==> src/hw/rtl/delta_byte_encoder_macros.svh <==
// ----------------------------------------------------------------------------
// delta byte encoder assertion macros
// concurrent assertion forms for the encoder rtl, used by dbe_pack
// ----------------------------------------------------------------------------
`ifndef DELTA_BYTE_ENCODER_MACROS_SVH
`define DELTA_BYTE_ENCODER_MACROS_SVH

// same-cycle implication, disabled in reset
`define DBE_ASSERT_SAME(label, clk, rst_n, ante, cons, msg) \
    label: assert property (@(posedge clk) disable iff (!rst_n) (ante) |-> (cons)) \
        else $error(msg);

// next-cycle implication, disabled in reset
`define DBE_ASSERT_NEXT(label, clk, rst_n, ante, cons, msg) \
    label: assert property (@(posedge clk) disable iff (!rst_n) (ante) |=> (cons)) \
        else $error(msg);

`endif

==> src/hw/rtl/dbe_pkg.sv <==
// ----------------------------------------------------------------------------
// dbe_pkg
// types and constants shared by the delta byte encoder modules
// ----------------------------------------------------------------------------
package dbe_pkg;

    localparam int SAMPLE_W = 32;
    localparam int BYTE_W   = 8;
    localparam int MAX_BYTES = 5;
    localparam int CNT_W    = 3;

    localparam logic [BYTE_W-1:0]   ESCAPE_BYTE = 8'hFF;
    localparam logic [SAMPLE_W-1:0] POS_LIMIT   = 32'h7FFF_FFFF;
    localparam logic [SAMPLE_W-1:0] NEG_LIMIT   = 32'h8000_0000;

    localparam logic [CNT_W-1:0] CNT_SHORT = 3'd1;
    localparam logic [CNT_W-1:0] CNT_ABS   = 3'd4;
    localparam logic [CNT_W-1:0] CNT_LONG  = 3'd5;

    // product beat from the quantizer to the packer
    typedef struct packed {
        logic [SAMPLE_W-1:0] q_mag;
        logic                neg;
        logic                first;
    } quant_beat_t;

endpackage

==> src/hw/rtl/delta_byte_encoder.sv <==
// ----------------------------------------------------------------------------
// delta_byte_encoder
// quantizes q16.16 samples and emits a delta byte stream with escape byte
//
//   channel   dir  tdata                 tuser            tlast
//   s_*       in   sample [31:0]         first_of_block   -
//   m_*       out  code_byte [7:0]       -                last_of_item
//   cfg_*     in   inv_precision [31:0]  -                -
//
// one byte leaves per cycle on m_* while m_tready is high and an item is waiting; an item is 1, 4 or 5 bytes
// s_* takes a new beat every cycle while short deltas flow and m_tready stays high
// an input beat passes the input, product and output buffer registers before its first byte appears
// reset clears valids, previous value to 0 and inv_precision to 1.0
// stalls on m_* back up through the product and input registers
// ----------------------------------------------------------------------------
module delta_byte_encoder
(
    input  logic                           clk,
    input  logic                           rst_n,
    input  logic                           s_tvalid,
    output logic                           s_tready,
    input  logic [dbe_pkg::SAMPLE_W-1:0]   s_tdata,   // sample [31:0]
    input  logic                           s_tuser,   // first_of_block [0]
    output logic                           m_tvalid,
    input  logic                           m_tready,
    output logic [dbe_pkg::BYTE_W-1:0]     m_tdata,   // code_byte [7:0]
    output logic                           m_tlast,
    input  logic                           cfg_we,
    input  logic [dbe_pkg::SAMPLE_W-1:0]   cfg_wdata
);

    localparam logic [dbe_pkg::SAMPLE_W-1:0] INV_RESET = 32'h0001_0000;

    logic [dbe_pkg::SAMPLE_W-1:0] inv_precision_reg;
    logic                         q_valid;
    logic                         q_ready;
    dbe_pkg::quant_beat_t         q_beat;

    always_ff @(posedge clk or negedge rst_n)
    begin
        if (!rst_n)
            inv_precision_reg <= INV_RESET;
        else if (cfg_we)
            inv_precision_reg <= cfg_wdata;
    end

    dbe_quant u_quant
    (
        .clk           (clk),
        .rst_n         (rst_n),
        .s_tvalid      (s_tvalid),
        .s_tready      (s_tready),
        .s_tdata       (s_tdata),
        .s_tuser       (s_tuser),
        .inv_precision (inv_precision_reg),
        .q_valid       (q_valid),
        .q_ready       (q_ready),
        .q_beat        (q_beat)
    );

    dbe_pack u_pack
    (
        .clk      (clk),
        .rst_n    (rst_n),
        .q_valid  (q_valid),
        .q_ready  (q_ready),
        .q_beat   (q_beat),
        .m_tvalid (m_tvalid),
        .m_tready (m_tready),
        .m_tdata  (m_tdata),
        .m_tlast  (m_tlast)
    );

endmodule

==> src/hw/rtl/dbe_quant.sv <==
// ----------------------------------------------------------------------------
// dbe_quant
// input register and magnitude multiply by the reciprocal step
// ----------------------------------------------------------------------------
module dbe_quant
(
    input  logic                           clk,
    input  logic                           rst_n,
    input  logic                           s_tvalid,
    output logic                           s_tready,
    input  logic [dbe_pkg::SAMPLE_W-1:0]   s_tdata,
    input  logic                           s_tuser,
    input  logic [dbe_pkg::SAMPLE_W-1:0]   inv_precision,
    output logic                           q_valid,
    input  logic                           q_ready,
    output dbe_pkg::quant_beat_t           q_beat
);

    logic                           in_valid_reg;
    logic [dbe_pkg::SAMPLE_W-1:0]   raw_reg;
    logic                           first_reg;
    logic                           prod_valid_reg;
    dbe_pkg::quant_beat_t           prod_reg;
    dbe_pkg::quant_beat_t           prod_next;
    logic                           stage2_ready;
    logic                           raw_neg;
    logic [dbe_pkg::SAMPLE_W-1:0]   mag;
    logic [2*dbe_pkg::SAMPLE_W-1:0] product;

    assign stage2_ready = !prod_valid_reg || q_ready;
    assign s_tready     = !in_valid_reg || stage2_ready;

    assign raw_neg = raw_reg[dbe_pkg::SAMPLE_W-1];
    assign mag     = raw_neg ? (~raw_reg + 1'b1) : raw_reg;
    assign product = {{dbe_pkg::SAMPLE_W{1'b0}}, mag} *
                     {{dbe_pkg::SAMPLE_W{1'b0}}, inv_precision};

    always_comb
    begin
        prod_next.q_mag = product[2*dbe_pkg::SAMPLE_W-1:dbe_pkg::SAMPLE_W];
        prod_next.neg   = raw_neg;
        prod_next.first = first_reg;
    end

    always_ff @(posedge clk or negedge rst_n)
    begin
        if (!rst_n)
        begin
            in_valid_reg   <= 1'b0;
            prod_valid_reg <= 1'b0;
        end
        else
        begin
            if (s_tready)
                in_valid_reg <= s_tvalid;
            if (stage2_ready)
                prod_valid_reg <= in_valid_reg;
        end
    end

    always_ff @(posedge clk)
    begin
        if (s_tvalid && s_tready)
        begin
            raw_reg   <= s_tdata;
            first_reg <= s_tuser;
        end
        if (in_valid_reg && stage2_ready)
            prod_reg <= prod_next;
    end

    assign q_valid = prod_valid_reg;
    assign q_beat  = prod_reg;

endmodule

==> src/hw/rtl/dbe_pack.sv <==
// ----------------------------------------------------------------------------
// dbe_pack
// saturation, delta against the previous value and byte serializer
// ----------------------------------------------------------------------------
`include "delta_byte_encoder_macros.svh"

module dbe_pack
(
    input  logic                           clk,
    input  logic                           rst_n,
    input  logic                           q_valid,
    output logic                           q_ready,
    input  dbe_pkg::quant_beat_t           q_beat,
    output logic                           m_tvalid,
    input  logic                           m_tready,
    output logic [dbe_pkg::BYTE_W-1:0]     m_tdata,
    output logic                           m_tlast
);

    localparam int BUF_W = dbe_pkg::MAX_BYTES * dbe_pkg::BYTE_W;

    logic                           out_valid_reg;
    logic [dbe_pkg::CNT_W-1:0]      cnt_reg;
    logic [dbe_pkg::CNT_W-1:0]      cnt_next;
    logic [BUF_W-1:0]               buf_reg;
    logic [BUF_W-1:0]               buf_next;
    logic [dbe_pkg::SAMPLE_W-1:0]   prev_reg;
    logic [dbe_pkg::SAMPLE_W-1:0]   q_sat;
    logic [dbe_pkg::SAMPLE_W-1:0]   cur;
    logic [dbe_pkg::SAMPLE_W-1:0]   delta;
    logic                           short_ok;
    logic                           load;
    logic                           take;

    // clamp and restore the sign
    always_comb
    begin
        if (q_beat.neg)
        begin
            q_sat = (q_beat.q_mag > dbe_pkg::NEG_LIMIT) ? dbe_pkg::NEG_LIMIT : q_beat.q_mag;
            cur   = ~q_sat + 1'b1;
        end
        else
        begin
            q_sat = (q_beat.q_mag > dbe_pkg::POS_LIMIT) ? dbe_pkg::POS_LIMIT : q_beat.q_mag;
            cur   = q_sat;
        end
    end

    assign delta    = cur - prev_reg;
    // -128..127 except -1
    assign short_ok = (delta[dbe_pkg::SAMPLE_W-1:7] == '0) ||
                      ((&delta[dbe_pkg::SAMPLE_W-1:7]) && !(&delta[6:0]));

    always_comb
    begin
        if (q_beat.first)
        begin
            buf_next = {cur, {dbe_pkg::BYTE_W{1'b0}}};
            cnt_next = dbe_pkg::CNT_ABS;
        end
        else if (short_ok)
        begin
            buf_next = {delta[dbe_pkg::BYTE_W-1:0], {dbe_pkg::SAMPLE_W{1'b0}}};
            cnt_next = dbe_pkg::CNT_SHORT;
        end
        else
        begin
            buf_next = {dbe_pkg::ESCAPE_BYTE, delta};
            cnt_next = dbe_pkg::CNT_LONG;
        end
    end

    assign take    = out_valid_reg && m_tready;
    assign q_ready = !out_valid_reg || (take && (cnt_reg == dbe_pkg::CNT_SHORT));
    assign load    = q_valid && q_ready;

    always_ff @(posedge clk or negedge rst_n)
    begin
        if (!rst_n)
        begin
            out_valid_reg <= 1'b0;
            cnt_reg       <= '0;
            prev_reg      <= '0;
        end
        else if (load)
        begin
            out_valid_reg <= 1'b1;
            cnt_reg       <= cnt_next;
            prev_reg      <= cur;
        end
        else if (take)
        begin
            out_valid_reg <= (cnt_reg != dbe_pkg::CNT_SHORT);
            cnt_reg       <= cnt_reg - 1'b1;
        end
    end

    always_ff @(posedge clk)
    begin
        if (load)
            buf_reg <= buf_next;
        else if (take)
            buf_reg <= {buf_reg[BUF_W-dbe_pkg::BYTE_W-1:0], {dbe_pkg::BYTE_W{1'b0}}};
    end

    assign m_tvalid = out_valid_reg;
    assign m_tdata  = buf_reg[BUF_W-1:BUF_W-dbe_pkg::BYTE_W];
    assign m_tlast  = (cnt_reg == dbe_pkg::CNT_SHORT);

    `DBE_ASSERT_SAME(a_cnt_range, clk, rst_n, out_valid_reg,
        (cnt_reg != '0) && (cnt_reg <= dbe_pkg::CNT_LONG), "byte count out of range")
    `DBE_ASSERT_NEXT(a_escape_first, clk, rst_n, load && !q_beat.first && !short_ok,
        m_tdata == dbe_pkg::ESCAPE_BYTE, "long form does not open with escape")
    `DBE_ASSERT_NEXT(a_more_bytes, clk, rst_n, take && !m_tlast,
        m_tvalid, "beat missing inside an item")

endmodule

==> config.mk <==
export PLATFORM = sky130hd
export DESIGN_NAME = delta_byte_encoder
export DESIGN_NICKNAME = d
export VERILOG_FILES = /design/src/hw/rtl/dbe_pkg.sv /design/src/hw/rtl/delta_byte_encoder.sv /design/src/hw/rtl/dbe_quant.sv /design/src/hw/rtl/dbe_pack.sv
export VERILOG_INCLUDE_DIRS = /design/src /design/src/hw/rtl
export SDC_FILE = /design/constraint.sdc
export NUM_CORES = 2
export LEC_CHECK = 0
export BUFFER_PORTS_ARGS = -buffer_cell sky130_fd_sc_hd__buf_2
export CAP_MARGIN = 30
export CORE_MARGIN = 2
export CORE_UTILIZATION = 67
export CTS_BUF_LIST = sky130_fd_sc_hd__clkbuf_8
export CTS_CLUSTER_DIAMETER = 200
export DETAILED_ROUTE_END_ITERATION = 6
export PLACE_DENSITY = 0.84
export SLEW_MARGIN = 20
export SYNTH_ARGS = -nofsm -noshare
export SYNTH_HDL_FRONTEND = slang
export SYNTH_HIERARCHICAL = 1
export SYNTH_SLANG_ARGS = --single-unit
==> constraint.sdc <==
create_clock -name clk -period 13.2 [get_ports clk]
set_input_delay 1.98 -clock clk [delete_from_list [all_inputs] [get_ports clk]]
set_output_delay 1.98 -clock clk [all_outputs]
set_load 0.005 [all_outputs]
## Word-level counts from Yosys, hierarchy flattened

Cells that the tools add are included.

- Flip-flop bits (word level): 177
- Word-level logic and storage cells: 55
- Input bits: 70
- Output and inout port bits: 11

- Bitwise gates (word level): 2
- Magnitude comparators: 2
- Eq/ne operators: 2
- $mul: 1
- Add/subtract/negate cells: 4
- Reductions and logical operators: 18
- Mux-type cells: 14

Operators by type and width:

| operator | number |
|---|---|
| 2-to-1 mux 40 bit | 4 |
| 2-to-1 mux 32 bit | 4 |
| adder 32 x 1 -> 32 bit, second input constant | 2 |
| multiplier 32 x 32 -> 64 bit | 1 |
| inverter 32 bit | 2 |
| > comparator 32 x 31 -> 1 bit, second input constant | 1 |
| > comparator 32 bit, second input constant | 1 |
| subtractor 32 bit | 1 |
| logical NOT 25 bit | 1 |
| AND reduction 25 bit | 1 |
| 2-to-1 mux 3 bit | 4 |
| AND reduction 7 bit | 1 |
| logical AND 1 bit | 6 |
| logical NOT 1 bit | 4 |
| logical OR 1 bit | 4 |
| equality test 3 x 1 -> 1 bit, second input constant | 1 |
| != test 3 x 1 -> 1 bit, second input constant | 1 |
| subtractor 3 x 1 -> 3 bit, second input constant | 1 |
| 2-to-1 mux 1 bit | 2 |
| nonzero test 2 bit | 1 |

## Logic depth before layout (Yosys ltp)

- Depth after elaboration: 13
- Mapped depth: 36
- Depth with buffers taken out: 34

## By module

The synthesis kept the hierarchy.

Modules (own cells, without submodules):

| module | cells an instance | area each (um^2) | times used |
|---|---|---|---|
| dbe_quant | 3739 | 35288.8 | 1 |
| dbe_pack | 865 | 6789.0 | 1 |
| delta_byte_encoder | 68 | 1346.3 | 1 |

## Worst setup path after synthesis

OpenSTA, ideal clock, no wires.

- Path kind: flip-flop to flip-flop
- Start: register u_quant/raw_reg[6] (netlist bit)
- End: register u_quant.prod_reg, in the netlist u_quant/q_beat[30] (data pin)
- Arrival time: 9.169 ns
- Cell stages (with the launch flop): 30
- Setup time: 0.258 ns
- Path slack: 3.773 ns
- Cells stage by stage: edfxtp_1 or4_4 nor4_4 nand3_1 or2_1 or3_1 o41ai_1 xnor2_1 clkbuf_1 and2_1 fa_1 fa_1 inv_1 fa_1 fa_1 inv_1 fa_1 fa_1 fa_1 fa_1 ha_1 clkbuf_1 nand2_1 or4_1 a2111oi_0 nor2_1 o31ai_1 a31o_2 a21oi_1 xnor2_1

- Cells in the longest elaborated chain, start to end: 4

RTL lines:

| element | line | source |
|---|---|---|
| start: declaration | dbe_quant.sv:20 | `logic [dbe_pkg::SAMPLE_W-1:0] raw_reg;` |
| start signal: assignment | dbe_quant.sv:65 | `raw_reg <= s_tdata;` |
| inverter 32 bit | dbe_quant.sv:34 | `assign mag = raw_neg ? (~raw_reg + 1'b1) : raw_reg;` |
| adder 32 x 1 -> 32 bit | dbe_quant.sv:34 |  |
| 2-to-1 mux 32 bit (*) | dbe_quant.sv:34 |  |
| multiplier 32 x 32 -> 64 bit (*) | dbe_quant.sv:35 | `assign product = {{dbe_pkg::SAMPLE_W{1'b0}}, mag} *` |
| net u_quant.product, one bit | dbe_quant.sv:28 | `logic [2*dbe_pkg::SAMPLE_W-1:0] product;` |
| end signal: assignment | dbe_quant.sv:69 | `prod_reg <= prod_next;` |
| end: declaration | dbe_quant.sv:23 | `dbe_pkg::quant_beat_t prod_reg;` |

The timed path passes the listed nets; every way through them passes the cells marked *.
A chain may end at the register's enable or synchronous reset.

## Final worst setup path

- Start: register u_quant/raw_reg[6] (netlist bit)
- End: register u_quant.prod_reg, in the netlist u_quant/q_beat[33] (data pin)

Same word-level chain as after synthesis.

==> impl_metrics.tcl <==
set metrics [dict create \
    status "complete, no violations" \
    drtIter0Drc 3682 \
    ctsResizeCount 0 \
    die_height_um 259 \
    cts_tree "done" \
    yosys_most_used_dff "edfxtp_1" \
    worstSetupPathType "reg -> reg" \
    report.final.slew_viol_count 0 \
    dpl.hpwl_um 91100 \
    slew_headroom_pct 33.1 \
    setup_slack_ps 2580 \
    areaGrowthSynthToFinish_pct 3.61 \
    finalSetupViolCount 0 \
    crit_end "u_quant/q_beat[33]$_DFFE_PP_" \
    tightest_slew_ps 1000 \
    rsz0062_at_grt "no" \
    crit_path_start "u_quant/raw_reg[6]$_DFFE_PP_" \
    clk_pin_slew_ps 110 \
    cts_buffers 17 \
    gr-usage-met1_pct 48.5 \
    synth-xor-area-share_pct 1.81 \
    hold_violations 0 \
    seq_area_frac_synth_pct 11.4 \
    start_util_pct 67.6 \
    synth-edff-count 107 \
    layout-drive-gt1-share_pct 6.47 \
    grt_pass1_vias 36200 \
    drv_cap 0 \
    yosysWarnings 6 \
    die_area_um2 66900 \
    crit_path_end_kind "flop" \
    synth_top_cell_area_share_pct 41.3 \
    ys_async_sr_fraction_pct 39.5 \
    top_usage_layer "met2" \
    clockRootBuffer "clkbuf_8" \
    syn_nets 5933 \
    netlist_area_um2 43400 \
    largest_reg_flops 40 \
    cp.required_ps 13530 \
    synth_area_leaders "fa_1, and2_1, ha_1" \
    finish.net_count 5841 \
    synth_compound_area_share_pct 7.56 \
    cpMostUsedCell "fa_1" \
    fmax_mhz 94.1 \
    ff2ff_path_depth 30 \
    cts_setup_buffers 0 \
    overflow 0 \
    drc 0 \
    hold_class "reg -> reg" \
    detail-route-antenna-nets 0 \
    ys_types 91 \
    max_stage_delay_ps 640 \
    cts_max_level 4 \
    grtUsageMet2_pct 59.3 \
    io_pins 81 \
    gp_congestion 0.986 \
    vias 33400 \
    r2r_slack_ps 2580 \
    arrival_ps 10960 \
    dpl_worst_slack_ps 2670 \
    finalCriticalPeriod_ps 10620 \
    clkLatencyLatePin_ps 600 \
    drt-total-wl_um 121000 \
    synthAdderAreaFrac_pct 49.8 \
    cts_sinks 177 \
    synth_seq_cells 177 \
    fin_skew_ps 36.3 \
    critPathSlowestCell "a2111oi_0" \
    r2r-end "u_quant/q_beat[33]$_DFFE_PP_" \
    dr.pass1.iters 6 \
    core_area_um2 64200 \
    r2r-start "u_quant/raw_reg[6]$_DFFE_PP_" \
    fill_cells 4673 \
    synth_area_leader_cell "fa_1" \
    die_x_um 259 \
    grt_max_degree 54 \
    startpoint_type "flop" \
    port-buffer-count 80 \
    antenna_found_initial 6 \
    grt_pass1_wl_um 194000 \
    cts_buffer_depth 2 \
    synth_top_family_by_area "adder cells" \
    fin_crit_sh_pct 80.5 \
    wire_per_inst_um 22.1 \
    hold_buffers 0 \
    setup_tns_ps 0 \
    holdWs_ps 444 \
    grt_util_met3_pct 12.1 \
    placementRows 93 \
    grt.total_usage_pct 37.8 \
    synth.avg_cell_area_um2 9.29 \
    synth_cells 4672 \
    via_per_inst 6.12 \
    muxShareOfSynthArea_pct 1.34 \
    crit_fanout 32 \
    yosys.area_share.simple_pct 17.5 \
]
-- per-stage QoR --
step	instance area (um^2)	std cells	util (%)
floorplan	43400	4672	-
global placement	44500	5414	69.3
detailed placement	44600	5415	69.4
CTS	45000	5447	70.0
global route	45000	5448	70.0
finish	45000	5454	70.0
-- final cells by class --
class / instances / area (um^2) / share of cell area (%)
Tap cell: 855 / 1070 / 2.38
Timing Repair Buffer: 157 / 988 / 2.20
Sequential cell: 177 / 4980 / 11.1
Clock inverter: 15 / 178 / 0.395
Antenna cell: 6 / 15.0 / 0.0334
Clock buffer: 17 / 234 / 0.520
Inverter: 911 / 3420 / 7.60
Multi-Input combinational cell: 3316 / 34100 / 75.8
-- cells in the mapped netlist, types with 7 or more instances --
cell and n:
inv_1 911, fa_1 896, and2_1 600, nand2_1 577, ha_1 295, clkbuf_1 237, a21oi_1 135, o21ai_0 123
edfxtp_1 107, nor2_1 99, dfrtp_1 69, xnor2_1 67, a21o_1 47, mux2_4 31, nand4_1 30, nor3_1 26
nand3_1 24, a31oi_1 23, xor2_1 21, nand2b_1 17, o22ai_1 17, o31ai_1 17, or3_1 17, and3_1 16
o21bai_1 15, a211oi_1 14, a22oi_1 14, nor2b_1 13, o211ai_1 13, nor4_1 11, o21a_1 11, a21boi_0 9
buf_4 9, or2_2 9, buf_2 8, a2111oi_0 7, a211o_1 7
-- cells by family (layout without fill, tap and decap cells) --
kind of cell    Yosys count  in the layout
other cells               0              6
flops                   177            177
buf+inv                1179           1100
mux                      42             42
simple gates           1479           1479
xor+xnor                 89             89
compound gates          515            515
fa+ha+maj              1191           1191
-- worst max-delay path: cells and delay by family, from the launching register on --
family,cells,cell delay (ps)
AOI/OAI and AO/OA,10,3070
xor gates and xnor gates,2,300
adders and majority gates,9,4210
buffers and inverters,3,520
DFF,1,480
and+or+nand+nor,6,1790
-- metal layers --
metal,routed length (um),part of all wire (%)
met5,13,0.011
met3,15600,13
met4,5580,4.6
met2,55000,46
met1,44500,37
-- placed cells by master, fill, tap and decap left out, types with 11 or more instances in the layout --
cell type,count
a22oi_1,14
and2_1,599
dfrtp_1,61
nor3_1,26
buf_4,76
o22ai_1,17
ha_1,295
o211ai_1,13
nand4_1,30
nand3_1,24
fa_1,896
and3_1,16
or3_1,17
inv_1,911
a21o_1,47
o21a_1,11
nor2b_1,13
xnor2_1,41
nor2_1,99
o21bai_1,15
a21oi_1,135
xnor2_2,27
clkbuf_8,17
buf_2,79
a211oi_1,14
edfxtp_1,107
nand2_1,577
o31ai_1,17
nand2b_1,17
mux2_4,31
xor2_1,18
nor4_1,11
o21ai_0,123
a31oi_1,23
-- worst min-delay path by stage --
stage	startpoint	end	slack [ps]	depth (start not counted)
floorplan	u_quant/first_reg$_DFFE_PP_	u_quant/q_beat[0]$_DFFE_PP_	400	0
global route	u_quant/first_reg$_DFFE_PP_	u_quant/q_beat[0]$_DFFE_PP_	470	0
detailed placement	u_quant/first_reg$_DFFE_PP_	u_quant/q_beat[0]$_DFFE_PP_	410	0
global placement	u_quant/first_reg$_DFFE_PP_	u_quant/q_beat[0]$_DFFE_PP_	420	0
finish	u_quant/first_reg$_DFFE_PP_	u_quant/q_beat[0]$_DFFE_PP_	440	0
CTS	u_quant/first_reg$_DFFE_PP_	u_quant/q_beat[0]$_DFFE_PP_	450	0
Power is not shown: default switching activity piles up to over one toggle a cycle in this logic, so the estimate is an artifact.
